## src/design/pwft_pkg.sv

```systemverilog
// Package for the priority wildcard flow table.
// Item types, rule record, response codes and controller commands.
// Used by every module of the block; depends on nothing.
package pwft_pkg;

   localparam int unsigned TableDepthDefault = 16;

   typedef enum logic [1:0] {
      ST_LOOKUP   = 2'd0,
      ST_INSERTED = 2'd1,
      ST_REJECTED = 2'd2
   } status_type;

   localparam logic FUNC_LOOKUP = 1'b0;
   localparam logic FUNC_INSERT = 1'b1;

   typedef struct packed {
      logic        func;
      logic [15:0] flow_id;
      logic [15:0] rule_priority;
      logic [3:0]  action_code;
      logic [15:0] action_option;
      logic [47:0] dst_mac;
      logic [47:0] src_mac;
      logic [1:0]  mac_any;
      logic [15:0] ether_kind;
      logic [7:0]  ip_proto;
      logic [63:0] ip_pair;
      logic [31:0] port_pair;
   } req_type;

   typedef struct packed {
      logic [1:0]  status;
      logic        hit;
      logic [15:0] match_flow_id;
      logic [3:0]  match_action;
      logic [15:0] match_option;
   } rsp_type;

   typedef struct packed {
      logic [15:0] prio;
      logic [15:0] flow_id;
      logic [3:0]  action;
      logic [15:0] option;
      logic [47:0] dmac;
      logic [47:0] smac;
      logic [1:0]  mac_any;
      logic [15:0] ether_kind;
      logic [7:0]  ip_proto;
      logic [63:0] ip_pair;
      logic [31:0] port_pair;
   } rule_type;

   typedef enum logic [1:0] {
      RK_MISS = 2'd0,
      RK_HIT  = 2'd1,
      RK_OK   = 2'd2,
      RK_FULL = 2'd3
   } rsp_kind_type;

   typedef struct packed {
      logic         load;      // capture request, set index
      logic         rd;        // read slot at index
      logic         rd_prev;   // read slot at index - 1
      logic         wr_shift;  // write read data at index
      logic         wr_new;    // write new rule at index
      logic         idx_inc;
      logic         idx_dec;
      logic         count_inc;
      logic         emit;
      rsp_kind_type kind;
   } cmd_type;

   typedef struct packed {
      logic full;
      logic idx_zero;
      logic idx_end;
      logic match;
      logic prio_le;
   } stat_type;

endpackage

```

## src/design/pwft_ctrl.sv

```systemverilog
// Controller of the flow table: walks stored rules one slot at a time
// for lookup (forward) and insert (backward shift). Depends on pwft_pkg.
module pwft_ctrl (
   input  logic              clock,
   input  logic              reset,
   input  logic              start,
   input  logic              func,
   input  pwft_pkg::stat_type stat,
   output pwft_pkg::cmd_type  cmd,
   output logic              busy
);

   typedef enum logic [4:0] {
      S_IDLE   = 5'b00001,
      S_LK_RD  = 5'b00010,
      S_LK_CHK = 5'b00100,
      S_IN_RD  = 5'b01000,
      S_IN_CHK = 5'b10000
   } state_type;

   state_type state_ff, state_in;

   always_comb begin
      state_in = state_ff;
      cmd      = '0;
      cmd.kind = pwft_pkg::RK_MISS;
      case (state_ff)
         S_IDLE: begin
            if (start) begin
               cmd.load = 1'b1;
               state_in = (func == pwft_pkg::FUNC_INSERT) ? S_IN_RD : S_LK_RD;
            end
         end
         S_LK_RD: begin
            if (stat.idx_end) begin
               cmd.emit = 1'b1;
               state_in = S_IDLE;
            end else begin
               cmd.rd   = 1'b1;
               state_in = S_LK_CHK;
            end
         end
         S_LK_CHK: begin
            if (stat.match) begin
               cmd.emit = 1'b1;
               cmd.kind = pwft_pkg::RK_HIT;
               state_in = S_IDLE;
            end else begin
               cmd.idx_inc = 1'b1;
               state_in    = S_LK_RD;
            end
         end
         S_IN_RD: begin
            if (stat.full) begin
               cmd.emit = 1'b1;
               cmd.kind = pwft_pkg::RK_FULL;
               state_in = S_IDLE;
            end else if (stat.idx_zero) begin
               cmd.wr_new    = 1'b1;
               cmd.count_inc = 1'b1;
               cmd.emit      = 1'b1;
               cmd.kind      = pwft_pkg::RK_OK;
               state_in      = S_IDLE;
            end else begin
               cmd.rd_prev = 1'b1;
               state_in    = S_IN_CHK;
            end
         end
         S_IN_CHK: begin
            // move lower-or-equal priority rules down one slot
            if (stat.prio_le) begin
               cmd.wr_shift = 1'b1;
               cmd.idx_dec  = 1'b1;
               state_in     = S_IN_RD;
            end else begin
               cmd.wr_new    = 1'b1;
               cmd.count_inc = 1'b1;
               cmd.emit      = 1'b1;
               cmd.kind      = pwft_pkg::RK_OK;
               state_in      = S_IDLE;
            end
         end
         default: state_in = S_IDLE;
      endcase
   end

   always_ff @(posedge clock) begin
      if (reset) begin
         state_ff <= S_IDLE;
      end else begin
         state_ff <= state_in;
      end
   end

   assign busy = (state_ff != S_IDLE);

   a_no_dual_write: assert property (@(posedge clock) disable iff (reset)
      !(cmd.wr_shift && cmd.wr_new)) else $error("two writes in one cycle");
   a_load_idle: assert property (@(posedge clock) disable iff (reset)
      cmd.load |=> state_ff == S_LK_RD || state_ff == S_IN_RD)
      else $error("load did not start a walk");
   a_emit_idle: assert property (@(posedge clock) disable iff (reset)
      cmd.emit |=> state_ff == S_IDLE) else $error("result without return to idle");

endmodule

```

## config.mk

```make
export PLATFORM = sky130hd
export DESIGN_NAME = pwft_ctrl
export DESIGN_NICKNAME = d
export VERILOG_FILES = /design/src/design/pwft_pkg.sv /design/src/design/pwft_ctrl.sv
export SDC_FILE = /design/constraint.sdc
export NUM_CORES = 1
export LEC_CHECK = 0
export BUFFER_PORTS_ARGS = -buffer_cell sky130_fd_sc_hd__buf_4
export CORE_AREA = 2 2 39 41
export DETAILED_ROUTE_END_ITERATION = 16
export DIE_AREA = 0 0 41 43
export SLEW_MARGIN = 20
export SYNTH_ARGS = -nofsm -noshare
export SYNTH_HDL_FRONTEND = slang
export SYNTH_SLANG_ARGS = --single-unit
```

## constraint.sdc

```tcl
create_clock -name clock -period 1.6 [get_ports clock]
set_clock_uncertainty 0.05 [all_clocks]
set_input_delay 0.08 -clock clock [delete_from_list [all_inputs] [get_ports clock]]
set_output_delay 0.08 -clock clock [all_outputs]
set_load 0.005 [all_outputs]
```

==> flow_summary.toml, run 1 <==
[hold_path]
hold_path_depth = 3
hp-start = "stat[1]"
hold_class = "in2reg"
hold_end = "state_ff[1]"

[timing]
setup_tns_ns = 0
min_period_ns = 1.50
slew_viol_final = 0
worstMarginPinSlew_ns = 0.255
rsz0062_at_grt = "yes"
slew_headroom = 0.830
fin_crit_sh = 0.935
fmax_ghz = 0.668
setup_viol = 0
hold_viol = 0

[pwr]
switching_share = 0.328
power.internal_uw = 360
clkPwrFrac = 0.266
power.density_nw_per_um2 = 881
switchingPower_uw = 176
pwr-share-seq = 0.329
combPwrFrac = 0.405
ir_worst_vdd_uv = 374
leakagePower_nw = 0.311

[route]
dr_wl_met3_um = 56
wirelength_um = 935
m1WireLength_um = 392
drc = 0
via_per_inst = 4.87
first_pass_iters = 4
highest_layer = "met4"
drt_iter0_drc = 5
ant_nets = 0
wl_per_cell_um = 10.5
wl_met2_um = 480
vias = 433

[floorplanning]
die_w_um = 41
die_height_um = 43
dieArea_sq_um = 1760
pin_count = 21
rows = 14
core-area_sq_um = 1380
start_util = 0.253

[clocking]
numCtsBuffers = 3
clock_sinks = 5
cts_tree = "yes"
root_buffer = "clkbuf_4"
clockBufferDepth = 2
clock_latency_ns = 0.24
cts_max_level = 1
cts.clk_slew.worst_paths_ns = 0.04

[grt]
grt_pass1_wl_um = 1440
grt_use_total = 0.122
grt_pass1_vias = 353
overflow = 0
antenna_found_initial = 0
grt_max_degree = 8

[logic_synthesis]
ys_seq_area_frac = 0.286
syn_area_sq_um = 350
synth_area_leaders = "dfxtp_1 29%, nor2_1 9.6%, nand3b_1 6.4%"
postSynthRegisterBits = 5
synthesis.yosys.warnings = 0
yosysTopAreaCell = "dfxtp_1"
synth_cell_types = 21
avgSynthCellArea_sq_um = 7.62
syn_inst = 46
syn_nets = 55
yosysTopAreaCellShare = 0.286

[placement]
io_buffers = 20
dpl_cell_area_sq_um = 513
place.gp.congestion = 0.711
dpl.hpwl_um = 738
dpl.cell_count = 81

[setup_path]
crit_arrival_ns = 1.37
worstSetupStartpointType = "flop"
ff2ff_setup_slack_ns = 0.11
reg2reg_from = "state_ff[2]"
crit_fanout = 7
r2r_end = "state_ff[2]"
endpoint_kind = "output pin"
reg2reg_depth = 4
cp.required_ns = 1.47
crit_type = "reg2out"

[final_layout]
regMostFlops = "state_ff"
fin_nets = 83
drive_gt1_frac = 0.438
top_regs = "state_ff (5)"
fin_cells = 89
final_util = 0.439
antennaDiodeCount = 0
seqCellArea_sq_um = 103
syn2layout_area_growth_pct = 73.6
final_cell_area_sq_um = 608
multi_input_area_sq_um = 246
nFillCells = 139
largest_reg_flops = 5

[run]
drv_cap = 0

[run_status]
status = "completed"
==> timing repair <==
| action | in CTS | in global routing |
|---|---|---|
| pin swaps | 0 | 3 |
| hold buffers | 4 | 0 |
| endpoints found under the hold margin | 2 | 0 |
| buffers inserted | 0 | 0 |
| setup endpoints to repair | 3 | 5 |
| resized for setup | 2 | 6 |
==> power by group through the flow <==
stage / Clock [mW] / Sequential (mW) / Combinational, mW
6_report: 0.143 / 0.176 / 0.217
5_1_grt: 0.158 / 0.180 / 0.241
4_1_cts: 0.153 / 0.173 / 0.219
3_5_place_dp: 0 / 0.170 / 0.205
3_3_place_gp: 0 / 0.170 / 0.204
2_1_floorplan: 0 / 0.165 / 0.110
==> routing by layer <==
layer / GRT usage / up-vias
met1: 0.146 / 200
met2: 0.181 / 10
met3: 0.0157 / 2
met5: 0 / -
met4: 0.100 / 0
li1: - / 221
==> how the worst max path moves through the flow <==
stage | to | startpoint | depth (start not counted)
2_1_floorplan | state_ff[0] | state_ff[0] | 4
3_3_place_gp | state_ff[0] | state_ff[0] | 4
3_5_place_dp | state_ff[0] | state_ff[0] | 4
4_1_cts | cmd[3] | state_ff[0] | 4
5_1_grt | cmd[2] | state_ff[1] | 4
6_report | cmd[2] | state_ff[1] | 4
==> through the flow <==
stage / worst slack (ns) / hold WS, ns / total power, mW
floorplan: 0.253 / 0.106 / 0.275
global placement: 0.188 / 0.215 / 0.373
detailed placement: 0.141 / 0.210 / 0.375
CTS: 0.00439 / 0.0850 / 0.545
global route: -0.0133 / 0.111 / 0.579
finish: 0.103 / 0.0987 / 0.536
==> cell families (layout without fill, tap and decap cells) <==
group | after synthesis | after routing | synth area share
buffers and inverters | 6 | 33 | 0.0857
AND/OR/NAND/NOR | 26 | 26 | 0.425
AO/OA/AOI/OAI | 8 | 8 | 0.179
XOR/XNOR | 1 | 1 | 0.0250
flip-flops | 5 | 5 | 0.286
==> worst max-delay path: stages, from the launching register on <==
cell and delay (ns):
dfxtp_1 0.37, nor3_4 0.26, nand3b_4 0.14, o2111ai_2 0.22, buf_4 0.15
==> cells in the mapped netlist (all sizes together) <==
| master | instances |
|---|---|
| nand3 | 2 |
| nor4 | 1 |
| o2111ai | 1 |
| nor3 | 4 |
| nand4b | 2 |
| buf | 2 |
| inv | 4 |
| nor2 | 10 |
| a41o | 2 |
| o22a | 2 |
| nand4 | 1 |
| dfxtp | 5 |
| or2 | 1 |
| o21ai | 3 |
| nand2 | 1 |
| xor2 | 1 |
| nand3b | 4 |
==> cell usage in the layout (no fill, tap or decap) <==
cell type       n
clkbuf_4        3
buf_4          21
nor2_1          9
nand3b_1        3
or2_1           1
nor4_1          1
nand3_1         2
dfxtp_2         2
nand3b_4        1
a41o_1          1
nand4_1         1
nor2_2          1
o21ai_1         2
nor3_4          1
clkbuf_1        1
dfxtp_1         3
o2111ai_2       1
a41o_2          1
nor3_2          1
dlygate4sd3_1   4
xor2_1          1
inv_1           4
nor3_1          2
nand2_1         1
nand4b_1        2
o21ai_0         1
o22a_1          2
==> area by class of cell <==
class / count / area share
clock buffer: 4 / 0.0432
inverter: 4 / 0.0247
multi-input combinational: 35 / 0.405
sequential: 5 / 0.169
tap: 16 / 0.0329
timing repair buffer: 25 / 0.325
Note: power is estimated with default switching activity, not from simulation.
==> run 2: changes to the inputs <==
Settings changed: CELL_PAD_IN_SITES_DETAIL_PLACEMENT from default to 1, CELL_PAD_IN_SITES_GLOBAL_PLACEMENT from default to 2, CORE_AREA 2 2 39 41 to 2 2 45 47, DIE_AREA 0 0 41 43 to 0 0 47 49, PLACE_DENSITY_LB_ADDON from default to 0.1.
==> flow_summary.toml, run 2 (same netlist as run 1, synthesis figures left out) <==
[placement]
dpl.hpwl_um = 893
io_buffers = 20
dpl.cell_count = 92
place.gp.congestion = 0.648
pre_cts_ws_ns = 0.128

[floorplanning]
pin_count = 21
die_height_um = 49
die_w_um = 47
dieArea_sq_um = 2300
rows = 16
start_util = 0.190
core-area_sq_um = 1840

[final_layout]
top_regs = "state_ff (5)"
mostFrequentLayoutCell = "buf_4"
drive_gt1_frac = 0.479
final_util = 0.351
largest_reg_flops = 5
fin_cells = 100
antennaDiodeCount = 0
regMostFlops = "state_ff"
nFillCells = 240
most-common-layout-cells = "20 x buf_4, 9 x nor2_1, 4 x inv_1, 4 x dlygate4sd3_1"
syn2layout_area_growth_pct = 84.6
fin_nets = 83

[clocking]
numCtsBuffers = 3
cts.clk_slew.worst_paths_ns = 0.04
cts_max_level = 1
postCtsSetupRepairBufs = 0
cts_tree = "yes"
clock_latency_ns = 0.24
root_buffer = "clkbuf_4"
clock_sinks = 5
clockBufferDepth = 2

[route]
ant_nets = 0
vias = 430
drc = 0
wirelength_um = 1180
first_pass_iters = 4
via_per_inst = 4.30
drt_iter0_drc = 3
wl_per_cell_um = 11.8

[grt]
use_met1 = 0.146
grtUsageMet3 = 0.0333
grt_pass1_vias = 440
grt_pass1_wl_um = 1870
grt.busiest_layer = "met2"
grt_use_total = 0.113
grt_max_degree = 8
antenna_found_initial = 0
use_met2 = 0.167
overflow = 0

[setup_path]
endpoint_kind = "output pin"
r2r_end = "state_ff[2]"
worstSetupStartpointType = "flop"
crit_type = "reg2out"
reg2reg_from = "state_ff[4]"
crit_fanout = 7
ff2ff_setup_slack_ns = 0.10
reg2reg_depth = 4
cp.required_ns = 1.47
crit_arrival_ns = 1.40

[timing]
min_period_ns = 1.53
slew_viol_final = 0
rsz0062_at_grt = "yes"
setup_viol = 0
fin_crit_sh = 0.958
fmax_ghz = 0.652
worst_slack_ns = 0.0670
worstMarginPinSlew_ns = 0.262
hold_viol = 0
slew_headroom = 0.825

[pwr]
ir_worst_vdd_uv = 321
power_uw = 554
leakagePower_nw = 0.316
power.density_nw_per_um2 = 856

[hold_path]
hp-start = "stat[1]"
hold_path_depth = 3
hold_end = "state_ff[1]"
hold_class = "in2reg"

[run_status]
status = "completed"

[run]
drv_cap = 0
## run 2: changes by cell type in the layout (fill, tap and decap cells not counted)
cell       previous run  this run
nor3_2                1         2
o2111ai_4             0         1
o21ai_2               0         1
buf_4                21        20
dfxtp_2               2         3
o2111ai_2             1         0
nor3_1                2         1
buf_6                 0         1
dfxtp_1               3         2
o21ai_1               2         1
## run 2: worst max path at each step
stage | cells after the start | endpoint | start
after floorplan | 4 | state_ff[0] | state_ff[0]
after CTS | 4 | cmd[2] | state_ff[0]
after global routing | 4 | cmd[2] | state_ff[0]
after global placement | 4 | state_ff[0] | state_ff[0]
after detailed placement | 4 | state_ff[0] | state_ff[0]
final | 4 | cmd[2] | state_ff[0]
## run 2: what timing repair did
action                                  in CTS  in global routing
pin swaps                                    1                  4
endpoints found under the setup margin       3                  8
hold buffers                                 4                  0
endpoints found under the hold margin        2                  0
resized for setup                            4                  9
## run 2: worst max-delay path: stages, from the launching register on
cell and delay [ns]:
dfxtp_2 0.35, nor3_4 0.26, nand4b_1 0.25, o2111ai_4 0.18
buf_6 0.13
## run 2: report_power, final
group / leakage (nW) / internal (mW) / switching (mW)
combinational: 0.260 / 0.130 / 0.0982
clock: 0.0150 / 0.0943 / 0.0515
sequential: 0.0414 / 0.145 / 0.0351
total: 0.316 / 0.369 / 0.185
## run 2: layer usage
metal	share of wire	wire, um
met2	0.49	583
met3	0.062	73
met1	0.43	510
met4	0.010	12
met5	0	0
## run 2: metrics by stage
stage | hold slack (ns) | TNS, ns | instance area, sq um
2_1_floorplan | 0.106 | 0 | 350
3_3_place_gp | 0.212 | 0 | 527
3_5_place_dp | 0.216 | 0 | 527
4_1_cts | 0.0685 | 0 | 614
5_1_grt | 0.0857 | -0.115 | 647
6_report | 0.0640 | 0 | 647
## run 2: layout make-up
| type | count | area (sq um) | share of cell area |
|---|---|---|---|
| Tap cell | 27 | 33.8 | 0.0522 |
| Clock buffer | 4 | 26.3 | 0.0406 |
| Sequential cell | 5 | 104 | 0.161 |
| Timing Repair Buffer | 25 | 201 | 0.311 |
| Inverter | 4 | 15.0 | 0.0232 |
| Multi-Input combinational cell | 35 | 267 | 0.412 |
==> run 3: changes to the inputs <==
Settings changed: PLACE_DENSITY from default to 0.84, PLACE_DENSITY_LB_ADDON 0.1 to default.
==> flow_summary.toml, run 3 (same netlist as run 1, synthesis figures left out) <==
[timing]
rsz0062_at_grt = "yes"
fmax_ghz = 0.658
slew_viol_final = 0
hold_viol = 0
worstMarginPinSlew_ns = 0.234
fin_crit_sh = 0.950
setup_viol = 0
slew_headroom = 0.844
worst_hold_slack_ns = 0.109
min_period_ns = 1.52

[setup_path]
critPathTopFamily = "simple AND/OR/NAND/NOR gates"
path_buf_inv = 1
crit_type = "reg2out"
crit_fanout = 7
endpoint_kind = "output pin"
worstSetupStartpointType = "flop"
cp.depth = 4
cp.required_ns = 1.47
max_stage_delay_ns = 0.35
cpMaxStageDelayCell = "dfxtp_2"
reg2reg_depth = 4
crit_chain = "nor3_4, nand4b_1, o2111ai_2, buf_4"
crit_arrival_ns = 1.39

[final_layout]
syn2layout_area_growth_pct = 80.7
fin_nets = 83
drive_gt1_frac = 0.493
nFillCells = 242
antennaDiodeCount = 0
regMostFlops = "state_ff"
mostFrequentLayoutCell = "buf_4"
seqCellArea_sq_um = 105
most-common-layout-cells = "21 x buf_4, 9 x nor2_1, 4 x inv_1, 4 x dlygate4sd3_1, 4 x dfxtp_2"
top_regs = "state_ff (5)"
largest_reg_flops = 5
multi_input_area_sq_um = 255

[floorplanning]
dieArea_sq_um = 2300
pin_count = 21
die_height_um = 49
core-area_sq_um = 1840
die_w_um = 47
start_util = 0.190
rows = 16

[grt]
grt_use_total = 0.111
grt_pass1_vias = 442
antenna_found_initial = 0
grt_pass1_wl_um = 1880
grt_max_degree = 8
overflow = 0

[pwr]
combPwrFrac = 0.417
clkPwrFrac = 0.258
switchingPower_uw = 187
power.density_nw_per_um2 = 878
power.internal_uw = 369
ir_worst_vdd_uv = 381
switching_share = 0.337
power_uw = 556
leakagePower_nw = 0.314
pwr-share-seq = 0.325

[clocking]
cts_tree = "yes"
cts_max_level = 1
postCtsSetupRepairBufs = 0
clock_sinks = 5
clock_latency_ns = 0.24
clockBufferDepth = 2
root_buffer = "clkbuf_4"
cts.clk_slew.worst_paths_ns = 0.05
numCtsBuffers = 3

[route]
drt_iter0_drc = 0
wl_per_cell_um = 11.6
vias = 438
ant_nets = 0
first_pass_iters = 1
via_per_inst = 4.38
drc = 0
wirelength_um = 1160

[hold_path]
hold_path_depth = 3
hold_class = "in2reg"

[run]
drv_cap = 0

[placement]
place.gp.congestion = 0.765
dpl.hpwl_um = 887
io_buffers = 20

[run_status]
status = "completed"
## run 3: worst paths after layout
path,from,to,slack (ns)
worst max-delay path,state_ff[0],cmd[2],0.08
worst min-delay path,stat[1],state_ff[1],0.11
worst min register to register,state_ff[3],state_ff[4],0.53
worst max register to register,state_ff[2],state_ff[2],0.08
## run 3: cell type report
class	count	share of cell area
clock buffers	4	0.0415
inverters	4	0.0237
multi-input cells	35	0.403
flip-flops and latches	5	0.166
well taps	27	0.0534
repair buffers	25	0.312
## run 3: timing repair
action / in CTS / in global routing
pin swaps: 1 / 3
endpoints found under the hold margin: 2 / 0
gates resized for setup: 2 / 11
hold buffers: 4 / 0
setup endpoints to repair: 3 / 10
## run 3: through the flow
step / setup WS, ns / std cells / area [sq um] / setup TNS (ns) / utilization
after CTS: -0.0245 / 100 / 599 / -0.0245 / 0.325
after global placement: 0.168 / 92 / 527 / 0 / 0.286
after detailed placement: 0.133 / 92 / 527 / 0 / 0.286
final: 0.0798 / 100 / 633 / 0 / 0.344
after global routing: -0.0175 / 100 / 633 / -0.0312 / 0.344
after floorplan: 0.253 / 46 / 350 / 0 / -
## run 3: per-layer routing
layer  global-route usage  part of all wire
met2                0.174              0.53
met4               0.0694            0.0069
met3               0.0111             0.036
met5                    0                 0
met1                0.139              0.43
## run 3: worst reg2reg max path, stage by stage, from the launching register on
cell and delay [ns]:
dfxtp_2 0.36, nor3_2 0.21, nand3b_1 0.13, nor3_2 0.12
dlygate4sd3_1 0.57
## run 3: power groups by stage
stage               clock network (mW)  logic (mW)  registers [mW]
finish                           0.144       0.232           0.181
CTS                              0.150       0.218           0.169
global placement                     0       0.208           0.170
detailed placement                   0       0.213           0.171
global route                     0.161       0.254           0.184
floorplan                            0       0.110           0.165
